--- src/sv/mpf_pkg.sv ---
// Shared types and constants of the MPEG-4 picture framer.
`default_nettype none
package mpf_pkg;

  localparam int unsigned LineDepth  = 4;
  localparam int unsigned MaxResults = LineDepth + 1;
  localparam int unsigned QueueDepth = 8;
  localparam int unsigned QPtrW      = $clog2(QueueDepth);
  localparam int unsigned QCntW      = $clog2(QueueDepth + 1);
  localparam int unsigned ResCntW    = $clog2(MaxResults + 1);
  localparam int unsigned FillW      = $clog2(LineDepth + 1);

  localparam int unsigned PaddrW = 3;
  localparam int unsigned PdataW = 32;

  // Register index of the picture code register.
  localparam logic [PaddrW-3:0] RegPictureCode = '0;

  localparam logic [7:0] PictureCodeRst = 8'hB6;

  typedef struct packed {
    logic [7:0] out_byte;
    logic       picture_end;
    logic       last_of_run;
  } result_t;

  // All results caused by one input byte, oldest in entry 0.
  typedef struct packed {
    logic [ResCntW-1:0]            count;
    result_t [MaxResults-1:0]      res;
  } bundle_t;

endpackage
`default_nettype wire

--- src/sv/mpf_if.sv ---
// Valid/ready stream interfaces for input bytes and result bytes.
`default_nettype none
interface mpf_in_if;
  logic       valid;
  logic       ready;
  logic [7:0] data_byte;
  logic       stream_end;

  modport source (output valid, output data_byte, output stream_end, input ready);
  modport sink   (input valid, input data_byte, input stream_end, output ready);
endinterface

interface mpf_out_if;
  logic       valid;
  logic       ready;
  logic [7:0] out_byte;
  logic       picture_end;
  logic       last_of_run;

  modport source (output valid, output out_byte, output picture_end, output last_of_run,
                  input ready);
  modport sink   (input valid, input out_byte, input picture_end, input last_of_run,
                  output ready);
endinterface
`default_nettype wire

--- src/sv/mpf_cfg.sv ---
// APB register block holding the picture code.
`default_nettype none
module mpf_cfg (
  input  wire logic                       clk_i,
  input  wire logic                       rst_ni,
  input  wire logic                       psel,
  input  wire logic                       penable,
  input  wire logic                       pwrite,
  input  wire logic [mpf_pkg::PaddrW-1:0] paddr,
  input  wire logic [mpf_pkg::PdataW-1:0] pwdata,
  output logic      [mpf_pkg::PdataW-1:0] prdata,
  output logic                            pready,
  output logic      [7:0]                 picture_code_o
);
  import mpf_pkg::*;

  logic [7:0] picture_code_q;
  logic       sel_code;
  logic       wr_en;

  assign pready   = 1'b1;
  assign sel_code = (paddr[PaddrW-1:2] == RegPictureCode);
  assign wr_en    = psel && penable && pwrite && pready;

  always_ff @(posedge clk_i or negedge rst_ni) begin
    if (!rst_ni) begin
      picture_code_q <= PictureCodeRst;
    end else if (wr_en && sel_code) begin
      picture_code_q <= pwdata[7:0];
    end
  end

  assign prdata         = sel_code ? {{(PdataW-8){1'b0}}, picture_code_q} : '0;
  assign picture_code_o = picture_code_q;

endmodule
`default_nettype wire

--- src/sv/mpf_core.sv ---
// Start code scanner and four-byte delay line; builds the results of each byte.
`default_nettype none
module mpf_core (
  input  wire logic             clk_i,
  input  wire logic             rst_ni,
  input  wire logic             accept_i,
  input  wire logic [7:0]       data_byte_i,
  input  wire logic             stream_end_i,
  input  wire logic [7:0]       picture_code_i,
  output mpf_pkg::bundle_t      bundle_o
);
  import mpf_pkg::*;

  typedef enum logic [1:0] {
    SCAN_IDLE,
    SCAN_Z1,
    SCAN_Z2,
    SCAN_PFX
  } scan_e;

  scan_e            scan_q, scan_d;
  logic             vop_q;
  logic [FillW-1:0] fill_q, fill_d;
  logic [7:0]       line_q [LineDepth];

  logic             is_code;
  logic             full;
  logic             flush;
  logic [7:0]       seq [MaxResults];

  always_comb begin
    is_code = 1'b0;
    unique case (scan_q)
      SCAN_IDLE: scan_d = (data_byte_i == 8'h00) ? SCAN_Z1 : SCAN_IDLE;
      SCAN_Z1:   scan_d = (data_byte_i == 8'h00) ? SCAN_Z2 : SCAN_IDLE;
      SCAN_Z2:   scan_d = (data_byte_i == 8'h01) ? SCAN_PFX : SCAN_IDLE;
      SCAN_PFX: begin
        scan_d  = SCAN_IDLE;
        is_code = 1'b1;
      end
      default:   scan_d = SCAN_IDLE;
    endcase
  end

  assign full  = (fill_q == FillW'(LineDepth));
  assign flush = is_code && stream_end_i;

  // Held bytes oldest first, followed by the incoming byte.
  always_comb begin
    for (int k = 0; k < LineDepth; k++) begin
      seq[k] = (FillW'(k) < fill_q) ? line_q[k] : data_byte_i;
    end
    seq[MaxResults-1] = data_byte_i;
  end

  always_comb begin
    if (flush) begin
      fill_d = '0;
    end else if (full) begin
      fill_d = fill_q;
    end else begin
      fill_d = fill_q + 1'b1;
    end
  end

  always_comb begin
    if (flush) begin
      bundle_o.count = ResCntW'(fill_q) + 1'b1;
    end else if (full) begin
      bundle_o.count = ResCntW'(1);
    end else begin
      bundle_o.count = '0;
    end
    for (int k = 0; k < MaxResults; k++) begin
      bundle_o.res[k].out_byte    = seq[k];
      bundle_o.res[k].last_of_run = (ResCntW'(k) + 1'b1 == bundle_o.count);
      bundle_o.res[k].picture_end = flush ? bundle_o.res[k].last_of_run
                                          : (is_code && vop_q);
    end
  end

  always_ff @(posedge clk_i or negedge rst_ni) begin
    if (!rst_ni) begin
      scan_q <= SCAN_IDLE;
      vop_q  <= 1'b0;
      fill_q <= '0;
    end else if (accept_i) begin
      scan_q <= scan_d;
      fill_q <= fill_d;
      if (is_code) begin
        vop_q <= (data_byte_i == picture_code_i);
      end
    end
  end

  // Delay line contents are only read below the fill count.
  always_ff @(posedge clk_i) begin
    if (accept_i) begin
      if (full) begin
        for (int k = 0; k < LineDepth - 1; k++) begin
          line_q[k] <= line_q[k+1];
        end
        line_q[LineDepth-1] <= data_byte_i;
      end else begin
        line_q[fill_q[$clog2(LineDepth)-1:0]] <= data_byte_i;
      end
    end
  end

endmodule
`default_nettype wire

--- src/sv/mpf_outq.sv ---
// Result queue: takes up to five results per byte, hands out one per cycle while the output is ready.
`default_nettype none
module mpf_outq (
  input  wire logic        clk_i,
  input  wire logic        rst_ni,
  input  wire logic        push_i,
  input  mpf_pkg::bundle_t bundle_i,
  output logic             space_o,
  mpf_out_if.source        out_o
);
  import mpf_pkg::*;

  result_t          mem_q [QueueDepth];
  logic [QPtrW-1:0] wr_ptr_q;
  logic [QPtrW-1:0] rd_ptr_q;
  logic [QCntW-1:0] cnt_q;
  logic             pop;
  logic [QCntW-1:0] push_cnt;

  assign space_o  = (cnt_q <= QCntW'(QueueDepth - MaxResults));
  assign pop      = out_o.valid && out_o.ready;
  assign push_cnt = push_i ? QCntW'(bundle_i.count) : '0;

  assign out_o.valid       = (cnt_q != '0);
  assign out_o.out_byte    = mem_q[rd_ptr_q].out_byte;
  assign out_o.picture_end = mem_q[rd_ptr_q].picture_end;
  assign out_o.last_of_run = mem_q[rd_ptr_q].last_of_run;

  always_ff @(posedge clk_i or negedge rst_ni) begin
    if (!rst_ni) begin
      wr_ptr_q <= '0;
      rd_ptr_q <= '0;
      cnt_q    <= '0;
    end else begin
      wr_ptr_q <= wr_ptr_q + QPtrW'(push_cnt);
      if (pop) begin
        rd_ptr_q <= rd_ptr_q + 1'b1;
      end
      cnt_q <= cnt_q + push_cnt - QCntW'(pop);
    end
  end

  always_ff @(posedge clk_i) begin
    for (int k = 0; k < MaxResults; k++) begin
      if (push_i && (ResCntW'(k) < bundle_i.count)) begin
        mem_q[wr_ptr_q + QPtrW'(k)] <= bundle_i.res[k];
      end
    end
  end

endmodule
`default_nettype wire

--- src/sv/mpeg4_picture_framer.sv ---
// Top level of the MPEG-4 picture framer.
// The results of a byte enter the result queue at the edge that takes the byte and are
// offered on the output from the queue register, behind any results already queued.
// Throughput: one input byte per cycle while at most three results are queued, since a
// byte may yield up to five; results leave at one per cycle while the output is ready.
// Reset: rst_ni (async, active low) empties the delay line and queue, clears the scanner
// and the picture flag, and sets the picture code to 0xB6.
`default_nettype none
module mpeg4_picture_framer (
  input  wire logic                       clk_i,
  input  wire logic                       rst_ni,
  mpf_in_if.sink                          in_i,
  mpf_out_if.source                       out_o,
  input  wire logic                       psel,
  input  wire logic                       penable,
  input  wire logic                       pwrite,
  input  wire logic [mpf_pkg::PaddrW-1:0] paddr,
  input  wire logic [mpf_pkg::PdataW-1:0] pwdata,
  output logic      [mpf_pkg::PdataW-1:0] prdata,
  output logic                            pready
);
  import mpf_pkg::*;

  logic       accept;
  logic       space;
  logic [7:0] picture_code;
  bundle_t    bundle;

  // Picture code; the user must write it only while the framer is idle, unenforced.
  mpf_cfg u_cfg (
    .clk_i          (clk_i),
    .rst_ni         (rst_ni),
    .psel           (psel),
    .penable        (penable),
    .pwrite         (pwrite),
    .paddr          (paddr),
    .pwdata         (pwdata),
    .prdata         (prdata),
    .pready         (pready),
    .picture_code_o (picture_code)
  );

  // A byte is taken whenever the queue has room for the largest possible run of
  // results, so the output side never has to push back on the scanner mid-byte.
  assign in_i.ready = space;
  assign accept     = in_i.valid && in_i.ready;

  // The scanner and the delay line update on every transfer and describe the results
  // the byte causes: none while the line fills, one evicted byte once it is full, or
  // everything held plus the code byte on a start code at end of stream.
  mpf_core u_core (
    .clk_i          (clk_i),
    .rst_ni         (rst_ni),
    .accept_i       (accept),
    .data_byte_i    (in_i.data_byte),
    .stream_end_i   (in_i.stream_end),
    .picture_code_i (picture_code),
    .bundle_o       (bundle)
  );

  // The queue decouples the input from output stalls and serializes multi-result runs.
  mpf_outq u_outq (
    .clk_i    (clk_i),
    .rst_ni   (rst_ni),
    .push_i   (accept),
    .bundle_i (bundle),
    .space_o  (space),
    .out_o    (out_o)
  );

endmodule
`default_nettype wire
--- src/flat_wrapper.sv ---
// flat-port wrapper written by rule: the top's interface ports become plain ports
module mpeg4_picture_framer_flat import mpf_pkg::*;
  (clk_i, rst_ni, psel, penable, pwrite, paddr, pwdata, prdata, pready, in_i_valid, in_i_data_byte, in_i_stream_end, in_i_ready, out_o_valid, out_o_out_byte, out_o_picture_end, out_o_last_of_run, out_o_ready);
  mpf_in_if in_i_i ();
  mpf_out_if out_o_i ();
  input  wire logic clk_i;
  input  wire logic rst_ni;
  input  wire logic psel;
  input  wire logic penable;
  input  wire logic pwrite;
  input  wire logic [mpf_pkg::PaddrW-1:0] paddr;
  input  wire logic [mpf_pkg::PdataW-1:0] pwdata;
  output logic      [mpf_pkg::PdataW-1:0] prdata;
  output logic pready;
  input wire logic [$bits(in_i_i.valid)-1:0] in_i_valid;
  input wire logic [$bits(in_i_i.data_byte)-1:0] in_i_data_byte;
  input wire logic [$bits(in_i_i.stream_end)-1:0] in_i_stream_end;
  output wire logic [$bits(in_i_i.ready)-1:0] in_i_ready;
  output wire logic [$bits(out_o_i.valid)-1:0] out_o_valid;
  output wire logic [$bits(out_o_i.out_byte)-1:0] out_o_out_byte;
  output wire logic [$bits(out_o_i.picture_end)-1:0] out_o_picture_end;
  output wire logic [$bits(out_o_i.last_of_run)-1:0] out_o_last_of_run;
  input wire logic [$bits(out_o_i.ready)-1:0] out_o_ready;
  assign in_i_i.valid = in_i_valid;
  assign in_i_i.data_byte = in_i_data_byte;
  assign in_i_i.stream_end = in_i_stream_end;
  assign in_i_ready = in_i_i.ready;
  assign out_o_valid = out_o_i.valid;
  assign out_o_out_byte = out_o_i.out_byte;
  assign out_o_picture_end = out_o_i.picture_end;
  assign out_o_last_of_run = out_o_i.last_of_run;
  assign out_o_i.ready = out_o_ready;
  mpeg4_picture_framer u_core (.clk_i(clk_i), .rst_ni(rst_ni), .in_i(in_i_i), .out_o(out_o_i), .psel(psel), .penable(penable), .pwrite(pwrite), .paddr(paddr), .pwdata(pwdata), .prdata(prdata), .pready(pready));
endmodule
--- config.mk ---
export PLATFORM = sky130hd
export DESIGN_NAME = mpeg4_picture_framer_flat
export DESIGN_NICKNAME = d
export VERILOG_FILES = /design/src/sv/mpf_pkg.sv /design/src/sv/mpf_if.sv /design/src/sv/mpf_cfg.sv /design/src/sv/mpf_core.sv /design/src/sv/mpf_outq.sv /design/src/sv/mpeg4_picture_framer.sv /design/src/flat_wrapper.sv
export SDC_FILE = /design/constraint.sdc
export NUM_CORES = 1
export LEC_CHECK = 0
export ABC_AREA = 1
export BUFFER_PORTS_ARGS = -buffer_cell sky130_fd_sc_hd__buf_2
export CAP_MARGIN = 20
export CORE_ASPECT_RATIO = 1.25
export CORE_MARGIN = 2
export CORE_UTILIZATION = 40
export DETAILED_ROUTE_END_ITERATION = 12
export GPL_ROUTABILITY_DRIVEN = 0
export SKIP_CTS_REPAIR_TIMING = 1
export SYNTH_ARGS = -nofsm -noshare
export SYNTH_HDL_FRONTEND = slang
export SYNTH_SLANG_ARGS = --single-unit
--- constraint.sdc ---
create_clock -name clk_i -period 8.95 [get_ports clk_i]
set_clock_uncertainty 0.2 [all_clocks]
set_input_delay 0.895 -clock clk_i [delete_from_list [all_inputs] [get_ports clk_i]]
set_output_delay 0.895 -clock clk_i [all_outputs]
set_load 0.01 [all_outputs]
After elaboration in Yosys (flattened, before gate mapping)
Memories as Yosys holds them, arrays and structs flattened.
Cells that the tools add are included.
{ "word_totals": {"regBits": 24, "latchBits": 0, "mem_bits_ro": 0, "n_memories": 2, "mem_bits_rw": 112, "wordCells": 98} }
{ "mem_list": {"columns": ["memory", "depth", "word_bits", "read_ports", "rd_clocked_by_memory_dff", "wr", "line", "source"], "rows": [
  ["u_core.u_outq.mem_q", 8, 10, 1, 0, 5, "mpf_outq.sv:13", "result_t mem_q [QueueDepth];"],
  ["u_core.u_core.line_q", 4, 8, 4, 0, 4, "mpf_core.sv:24", "logic [7:0] line_q [LineDepth];"]
]} }
{ "op_classes": {"div_mod_pow": 0, "multipliers": 0, "addsub": 9, "n_mux": 39, "n_lt_le_gt_ge": 10, "shift": 0, "eq_ne": 12, "n_reduce_logical": 18, "bitwise": 1} }
{ "ops": {"columns": ["op", "n"], "rows": [
  ["8-bit 2-to-1 mux", 6],
  ["1-bit 2-to-1 mux", 25],
  ["1-bit logical AND", 12],
  ["1-bit by 3-bit < comparator with 1-bit output (first input constant)", 4],
  ["2-bit by 3-bit < comparator with 1-bit output (first input constant)", 4],
  ["3-bit 2-to-1 mux", 4],
  ["3-bit by 1-bit adder with 3-bit output (second input constant)", 3],
  ["8-bit by 1-bit == test with 1-bit output (second input constant)", 1],
  ["8-bit == test", 1],
  ["8-bit logical NOT", 1],
  ["2-bit one-hot mux with 4 select lines", 1],
  ["8-bit OR reduction", 1],
  ["3-bit by 2-bit adder with 3-bit output (second input constant)", 2],
  ["2-bit by 3-bit == test with 1-bit output (first input constant)", 2],
  ["3-bit == test (first input constant)", 2],
  ["2-bit 2-to-1 mux", 3],
  ["4-bit by 3-bit adder with 4-bit output", 1],
  ["2-bit == test (second input constant)", 2],
  ["4-bit by 2-bit less-or-equal comparator with 1-bit output (second input constant)", 1],
  ["2-bit AND reduction", 2],
  ["4-bit nonzero test", 1],
  ["4-bit by 1-bit subtractor with 4-bit output", 1],
  ["3-bit adder", 1],
  ["3-bit adder (second input constant)", 1],
  ["7 further kinds", 7]
]} }

Longest topological paths before layout
Gate-level depths: netlist (run 1).
{ "logic_depth": {"word_depth": 8, "depth_mapped": 16, "mapped_depth_nobuf": 13} }

By module
From an unflattened synthesis (run 1), not the netlist that was laid out.
{ "hier_totals": {"cells_unflattened": 1595, "area_unflattened_um2": 11026.8} }
{ "by_module_without_submodules": {"columns": ["module", "cells_each", "n_inst", "area_per_inst_um2"], "rows": [
  ["mpf_outq", 1217, 1, 8051.5],
  ["mpf_core", 295, 1, 2352.3],
  ["mpf_cfg", 81, 1, 615.6],
  ["mpeg4_picture_framer", 2, 1, 7.5]
]} }

Worst setup path after synthesis (run 1)
No wires, ideal clock.
{ "synth_timing": {"path_type": "input -> register", "startpoint": "input in_i_stream_end", "endpoint": "memory u_core.u_outq.mem_q[4][0] (netlist bit), enable pin", "path_slack_ns": 5.933, "arrival_time_ns": 2.426, "required_time_ns": 8.359, "path_buffers": 1, "stages": 7, "cell_sequence": "inv_1 -> nor2_4 -> nand3_4 -> nand2_4 -> buf_8 -> nor2_1 -> o21ai_0"} }
{ "synth_rtl": {"columns": ["element", "line", "source"], "rows": [
  ["from (decl)", "flat_wrapper.sv:17", "input wire logic [$bits(in_i_i.stream_end)-1:0] in_i_stream_end;"],
  ["to (decl)", "mpf_outq.sv:13", null]
]} }

==> impl_metrics.yaml, run 1 <==
sta:
  hold_violations: 0
  fin_setup_tns_ps: 0
  slew_violations: 0
  relSlewSlack_pct: 17.14
  whs_ps: 268.8
  maxClockFrequency_ghz: 0.2459
  worst_pin_slew_ps: 1235
  rsz0062_at_grt: "false"
  fin_crit_sh_pct: 45.44
  period_needed_ps: 4067
  setup_viol_count_final: 0
final_layout:
  fill_cells: 2691
  diodes: 0
  final_cells: 1869
  syn_to_final_growth_pct: 8.494
  final_util_pct: 43.79
  nets: 1581
  drive_gt1_share_pct: 9.614
route:
  detail_route.iter0.violations: 1103
  wl_um: 38580
  first_pass_iters: 8
  viasPerCell: 5.561
  drc: 0
  ant_nets: 0
  vias: 10390
  wire_per_inst_um: 20.64
yosys:
  syn_area_per_cell_um2: 6.906
  synthFlopType: "edfxtp_1"
  synth_edf_count: 112
  netlist_top_cells_area: "edfxtp_1, nand2_1, o21ai_0"
  synth_top_area_cell: "edfxtp_1"
  synth_cell_types: 45
  syn_inst: 1506
  synth_top_area_share_pct: 32.34
  seq_area_frac_synth_pct: 38.17
  synthesis.area_um2: 10400
  synthArstFlopShare_pct: 17.65
  ys_seq_elements: 136
  yosysWarnings: 0
floorplan:
  die_h_um: 184.3
  io_pins: 96
  core_area_um2: 25760
  placementRows: 66
  die_x_um: 148.2
  start_util_pct: 40.37
  die-area_um2: 27310
critical_path:
  r2r_slack_ps: 4880
  cp-start-kind: "register"
  cp_data_required_time_ps: 8820
  startpoint: "u_core.u_core.fill_q[0]"
  reg2reg_from: "u_core.u_core.fill_q[0]"
  reg2regPathDepth: 11
  worstPathArrival_ps: 3940
  crit_path_end_kind: "register"
  worstPathMaxFanout: 37
  critPathCapture: "u_core.u_outq.mem_q[6][1]"
  critPathKind: "register to register"
  reg2reg_to: "u_core.u_outq.mem_q[6][1]"
flow_run:
  cap_violations: 0
grt:
  antenna_found_initial: 1
  grt_max_degree: 43
  grt_overflow: 0
  grt_pass1_wl_um: 58220
  grt_pass1_vias: 9489
  grtUsageTotal_pct: 28.68
power:
  power_density_nw_per_um2: 301.1
  ir_drop_mv: 0.1803
  fin_total_pwr_mw: 3.398
  p_leak_nw: 5.136
cts:
  clkLatencyLatePin_ps: 430
  h-tree-depth: 4
  cts_buffers: 17
  cts.clk_slew.worst_paths_ps: 60
  clockBufferDepth: 2
  ctsRootBufferMaster: "clkbuf_16"
  cts_tree: "done"
  cts_sinks: 136
outcome:
  run_status: "finished clean"
worst_hold_path:
  hold_class: "input pin to asynchronous set/reset pin"
placement:
  io_buffers: 44
  dp_hpwl_um: 27430
  numPlacedInstances: 1836
==> cell usage in the layout (no fill, tap or decap), types with 5 or more instances in the layout <==
cell	count
xor2_1	9
nor3_1	12
nand4_1	16
ha_1	12
o211ai_1	6
o21ai_1	36
inv_1	165
nand2_2	11
edfxtp_1	112
dfrtp_1	19
nand3_2	9
nor2_1	130
nand2_1	449
nor2_2	6
buf_2	44
clkbuf_16	17
inv_2	11
a31oi_1	20
nand3_1	90
a21oi_1	80
buf_4	12
or2_2	6
conb_1	25
o21ai_0	163
o22ai_1	13
dfstp_2	5
==> per-layer routing <==
layer / share of wire [%] / global-route usage, % / vias up
li1: - / - / 4941
met1: 39 / 37.39 / 4676
met2: 45 / 45.17 / 639
met3: 10 / 5.124 / 137
met4: 6.3 / 15.73 / 0
met5: 0 / 0 / -
==> worst min-delay path by stage <==
| stage | end | start | depth (start not counted) | slack [ps] |
|---|---|---|---|---|
| 4_1_cts | u_core.u_outq.rd_ptr_q[1] | rst_ni | 1 | 290 |
| 6_report | u_core.u_outq.rd_ptr_q[1] | rst_ni | 1 | 270 |
| 5_1_grt | u_core.u_outq.rd_ptr_q[2] | rst_ni | 1 | 310 |
| 2_1_floorplan | u_core.u_outq.cnt_q[0] | u_core.u_outq.cnt_q[0] | 1 | 270 |
| 3_3_place_gp | u_core.u_outq.cnt_q[0] | u_core.u_outq.cnt_q[0] | 1 | 280 |
| 3_5_place_dp | u_core.u_cfg.picture_code_o[1] | u_core.u_cfg.picture_code_o[1] | 2 | 280 |
==> through the flow <==
stage,setup WS [ps],area [um2]
3_3_place_gp,4806,10700
5_1_grt,4697,11280
4_1_cts,4929,11280
2_1_floorplan,5933,10490
3_5_place_dp,4716,10700
6_report,4883,11280
==> state kept, by name, indices dropped and copies added (netlist names) <==
register	count
u_core.u_outq.mem_q	80
u_core.u_outq.wr_ptr_q	3
u_core.u_core.vop_q	1
u_core.u_core.line_q	32
u_core.u_outq.rd_ptr_q	3
u_core.u_outq.cnt_q	4
u_core.u_core.fill_q	3
u_core.u_core.scan_q	2
u_core.u_cfg.picture_code_o	8
==> synthesized netlist by cell type (2+ instances only) <==
cell type  number
nand2_1       449
inv_1         165
o21ai_0       163
nor2_1        130
edfxtp_1      112
nand3_1        90
a21oi_1        80
o21ai_1        36
buf_4          30
clkbuf_1       28
a31oi_1        20
buf_2          20
dfrtp_1        19
nand4_1        16
o22ai_1        13
ha_1           12
nor3_1         12
inv_2          11
nand2_2        11
nand3_2         9
xor2_1          9
nor2_2          6
o211ai_1        6
or2_2           6
dfstp_2         5
buf_6           4
nor2_4          4
o2111ai_1       4
xnor2_1         4
clkbuf_2        3
clkinv_1        3
nand3_4         3
nor4_1          3
o21a_1          3
a21o_1          2
buf_1           2
conb_1          2
fa_1            2
nand2_4         2
nor3_2          2
==> report_power, final <==
group / internal, mW / switching (mW)
Clock: 0.416 / 0.290
Combinational: 0.485 / 1.30
Sequential: 0.835 / 0.0737
Total: 1.74 / 1.66
==> cell type report <==
cell class                 instances  area, um2  area share [%]
clock buffer                      20      446.7           3.959
clock inverter                    12      127.6           1.131
inverter                         180      678.2           6.010
multi-input combinational       1125       5325           47.19
sequential                       136       3970           35.19
tap                              340      425.4           3.770
timing repair buffer              56      310.3           2.750
==> critical path, stage by stage, from the launching register on <==
cell and delay (ps):
dfrtp_1 510, inv_1 170, ha_1 380, inv_1 70, nor2_1 130, nand2_2 110
nand2_4 400, nand2_2 170, nor2_1 720, inv_2 240, nand4_1 140, a21o_1 440
==> logic make-up (layout without fill, tap and decap cells) <==
group	after synthesis	in the layout	share of synthesized area, %
AOI/OAI and AO/OA	329	329	16.77
xor gates and xnor gates	13	13	1.095
adders and majority gates	14	14	1.829
buffers and inverters	268	268	11.45
DFF	136	136	38.17
other	2	25	0.07221
and+or+nand+nor	744	744	30.61
No activity file was read; power rests on OpenSTA's default activity.
==> run 2: changes to the inputs <==
--- a/config.mk
+++ b/config.mk
@@ -5,7 +5,7 @@
 export SDC_FILE = /design/constraint.sdc
 export NUM_CORES = 1
 export LEC_CHECK = 0
-export ABC_AREA = 1
+export ABC_AREA = 0
 export BUFFER_PORTS_ARGS = -buffer_cell sky130_fd_sc_hd__buf_2
 export CAP_MARGIN = 20
 export CORE_ASPECT_RATIO = 1.25
==> constraint.sdc (replaced) <==
create_clock -name clk_i -period 3.9 [get_ports clk_i]
set_clock_uncertainty 0.2 [all_clocks]
set_input_delay 0.39 -clock clk_i [delete_from_list [all_inputs] [get_ports clk_i]]
set_output_delay 0.39 -clock clk_i [all_outputs]
set_load 0.01 [all_outputs]
==> run 2 against run 1 <==
  * Worst hold slack got worse by 200 ps
  * First-iteration DRC count fell by 15%
  * Sequential share of layout area rose by 0.90 points
  * Sequential cell count did not move
  * Die area fell by 6.6%
  * Cell count fell by 27%
  * Area after synthesis fell by 6.8%
  * Critical endpoint is now u_core.u_outq.mem_q[5][0]
  * Largest cell class unchanged
==> impl_metrics.yaml, run 2 <==
critical_path:
  crit_path_end_kind: "register"
  worstPathArrival_ps: 3350
  cp_data_required_time_ps: 3850
  critPathKind: "register to register"
  worstPathMaxFanout: 17
  cp-start-kind: "register"
placement:
  dp_hpwl_um: 22510
  pre_cts_ws_ps: 699.8
  dpl_cell_area_um2: 10320
  io_buffers: 44
floorplan:
  die_x_um: 143.3
  io_pins: 96
  placementRows: 63
  die-area_um2: 25510
  start_util_pct: 40.73
  core_area_um2: 23810
  die_h_um: 178.1
route:
  viasPerCell: 6.162
  drc: 0
  wl_um: 30310
  wire_per_inst_um: 22.26
  first_pass_iters: 6
  detail_route.iter0.violations: 939
  vias: 8393
  ant_nets: 0
grt:
  antenna_found_initial: 0
  grt_overflow: 0
  grt_max_degree: 25
  grt_use_met3_pct: 3.946
  grtUsageTotal_pct: 24.27
  grt_pass1_vias: 8081
  use_met2_pct: 39.97
  grtUsageMet1_pct: 30.31
  busiest_layer: "met2"
  grt_pass1_wl_um: 46620
yosys:
  synthFlopType: "edfxtp_1"
  syn_area_per_cell_um2: 9.935
  syn_inst: 976
  synth_most_common_cell: "nand2_1"
  synth_top_area_cell: "edfxtp_1"
  synth_edf_count: 112
  synth_top_area_share_pct: 34.68
  netlist_top_cells_area: "edfxtp_1, mux2_2, dfrtp_1"
  synthArstFlopShare_pct: 17.65
  seq_area_frac_synth_pct: 40.94
  synth_cell_types: 71
  synth_commonest_cells: "nand2_1, edfxtp_1, mux2_2, o21ai_0, clkbuf_1"
  synthesis.area_um2: 9697
  yosysWarnings: 0
  ys_seq_elements: 136
worst_hold_path:
  hold_class: "input pin to register"
cts:
  clkLatencyLatePin_ps: 450
  cts_sinks: 136
  cts_buffers: 17
  h-tree-depth: 4
  cts_tree: "done"
  clockBufferDepth: 2
  ctsRootBufferMaster: "clkbuf_16"
  cts.clk_slew.worst_paths_ps: 60
flow_run:
  cap_violations: 0
sta:
  maxClockFrequency_ghz: 0.2937
  setup_slack_ps: 495.5
  hold_violations: 0
  fin_setup_tns_ps: 0
  setup_viol_count_final: 0
  slew_violations: 0
  worst_pin_slew_ps: 993.0
  rsz0062_at_grt: "false"
  period_needed_ps: 3405
  relSlewSlack_pct: 33.80
  fin_crit_sh_pct: 87.30
final_layout:
  final_area_um2: 11000
  layout_common_cells: "nand2_1, edfxtp_1, mux2_2, o21ai_0, buf_4"
  drive_gt1_share_pct: 24.88
  final_util_pct: 46.22
  diodes: 0
  layout_commonest_cell: "nand2_1"
  syn_to_final_growth_pct: 13.47
  nets: 1089
  largest_register: "u_core.u_outq.mem_q"
  fill_cells: 2251
  largest_reg_flops: 80
power:
  ir_drop_mv: 0.3027
  p_leak_nw: 4.021
  fin_total_pwr_mw: 6.625
  power_density_nw_per_um2: 602.1
outcome:
  run_status: "finished clean"
## run 2: critical path, stage by stage (launching register included)
cell and delay [ps]:
dfrtp_1 420, buf_4 220, ha_1 310, xnor2_2 390, nor3_1 230, a21oi_1 780
o21ai_0 290, nor3_1 220, a21oi_1 60
## run 2: cell families after synthesis
logic type / synth area share [%]
compound gates: 18.95
xor+xnor: 2.052
fa+ha+maj: 1.961
buf+inv: 5.948
flops: 40.94
mux: 16.68
other cells: 0.07745
simple gates: 13.38
## run 2: final timing paths
kind	from	end	slack [ps]	depth (start not counted)
max	u_core.u_core.fill_q[0]	u_core.u_outq.mem_q[5][0]	500	8
min	out_o_ready	u_core.u_outq.rd_ptr_q[0]	70	3
max reg2reg	u_core.u_core.fill_q[0]	u_core.u_outq.mem_q[5][0]	500	8
min reg2reg	u_core.u_outq.cnt_q[0]	u_core.u_outq.cnt_q[0]	310	1
max in group asynchronous	rst_ni	u_core.u_cfg.picture_code_o[4]	2820	2
min in group asynchronous	rst_ni	u_core.u_outq.cnt_q[0]	300	2
## run 2: layer usage
layer | up-vias | part of all wire (%)
met5 | - | 0
met4 | 0 | 5.5
met3 | 133 | 7.7
met2 | 490 | 48
met1 | 3981 | 39
li1 | 3789 | -
## run 2: report_power, final
part	internal (mW)	total (mW)	switching [mW]
Combinational	1.27	2.95	1.69
Clock	0.913	1.64	0.730
Sequential	1.84	2.03	0.188
Total	4.02	6.63	2.60
## run 2: metrics by stage
step	hold WS [ps]	cells
floorplan	-105.6	999
global placement	208.5	1321
detailed placement	227.3	1321
CTS	-243.0	1353
global route	112.7	1362
finish	66.39	1362
## run 2: cell type report
cell class	count	area [um2]	area share, %
multi-input combinational	742	5236	47.59
sequential	136	3970	36.08
timing repair buffer	108	723.2	6.573
clock buffer	17	425.4	3.866
tap	325	406.6	3.696
clock inverter	15	170.2	1.547
inverter	19	71.32	0.6482
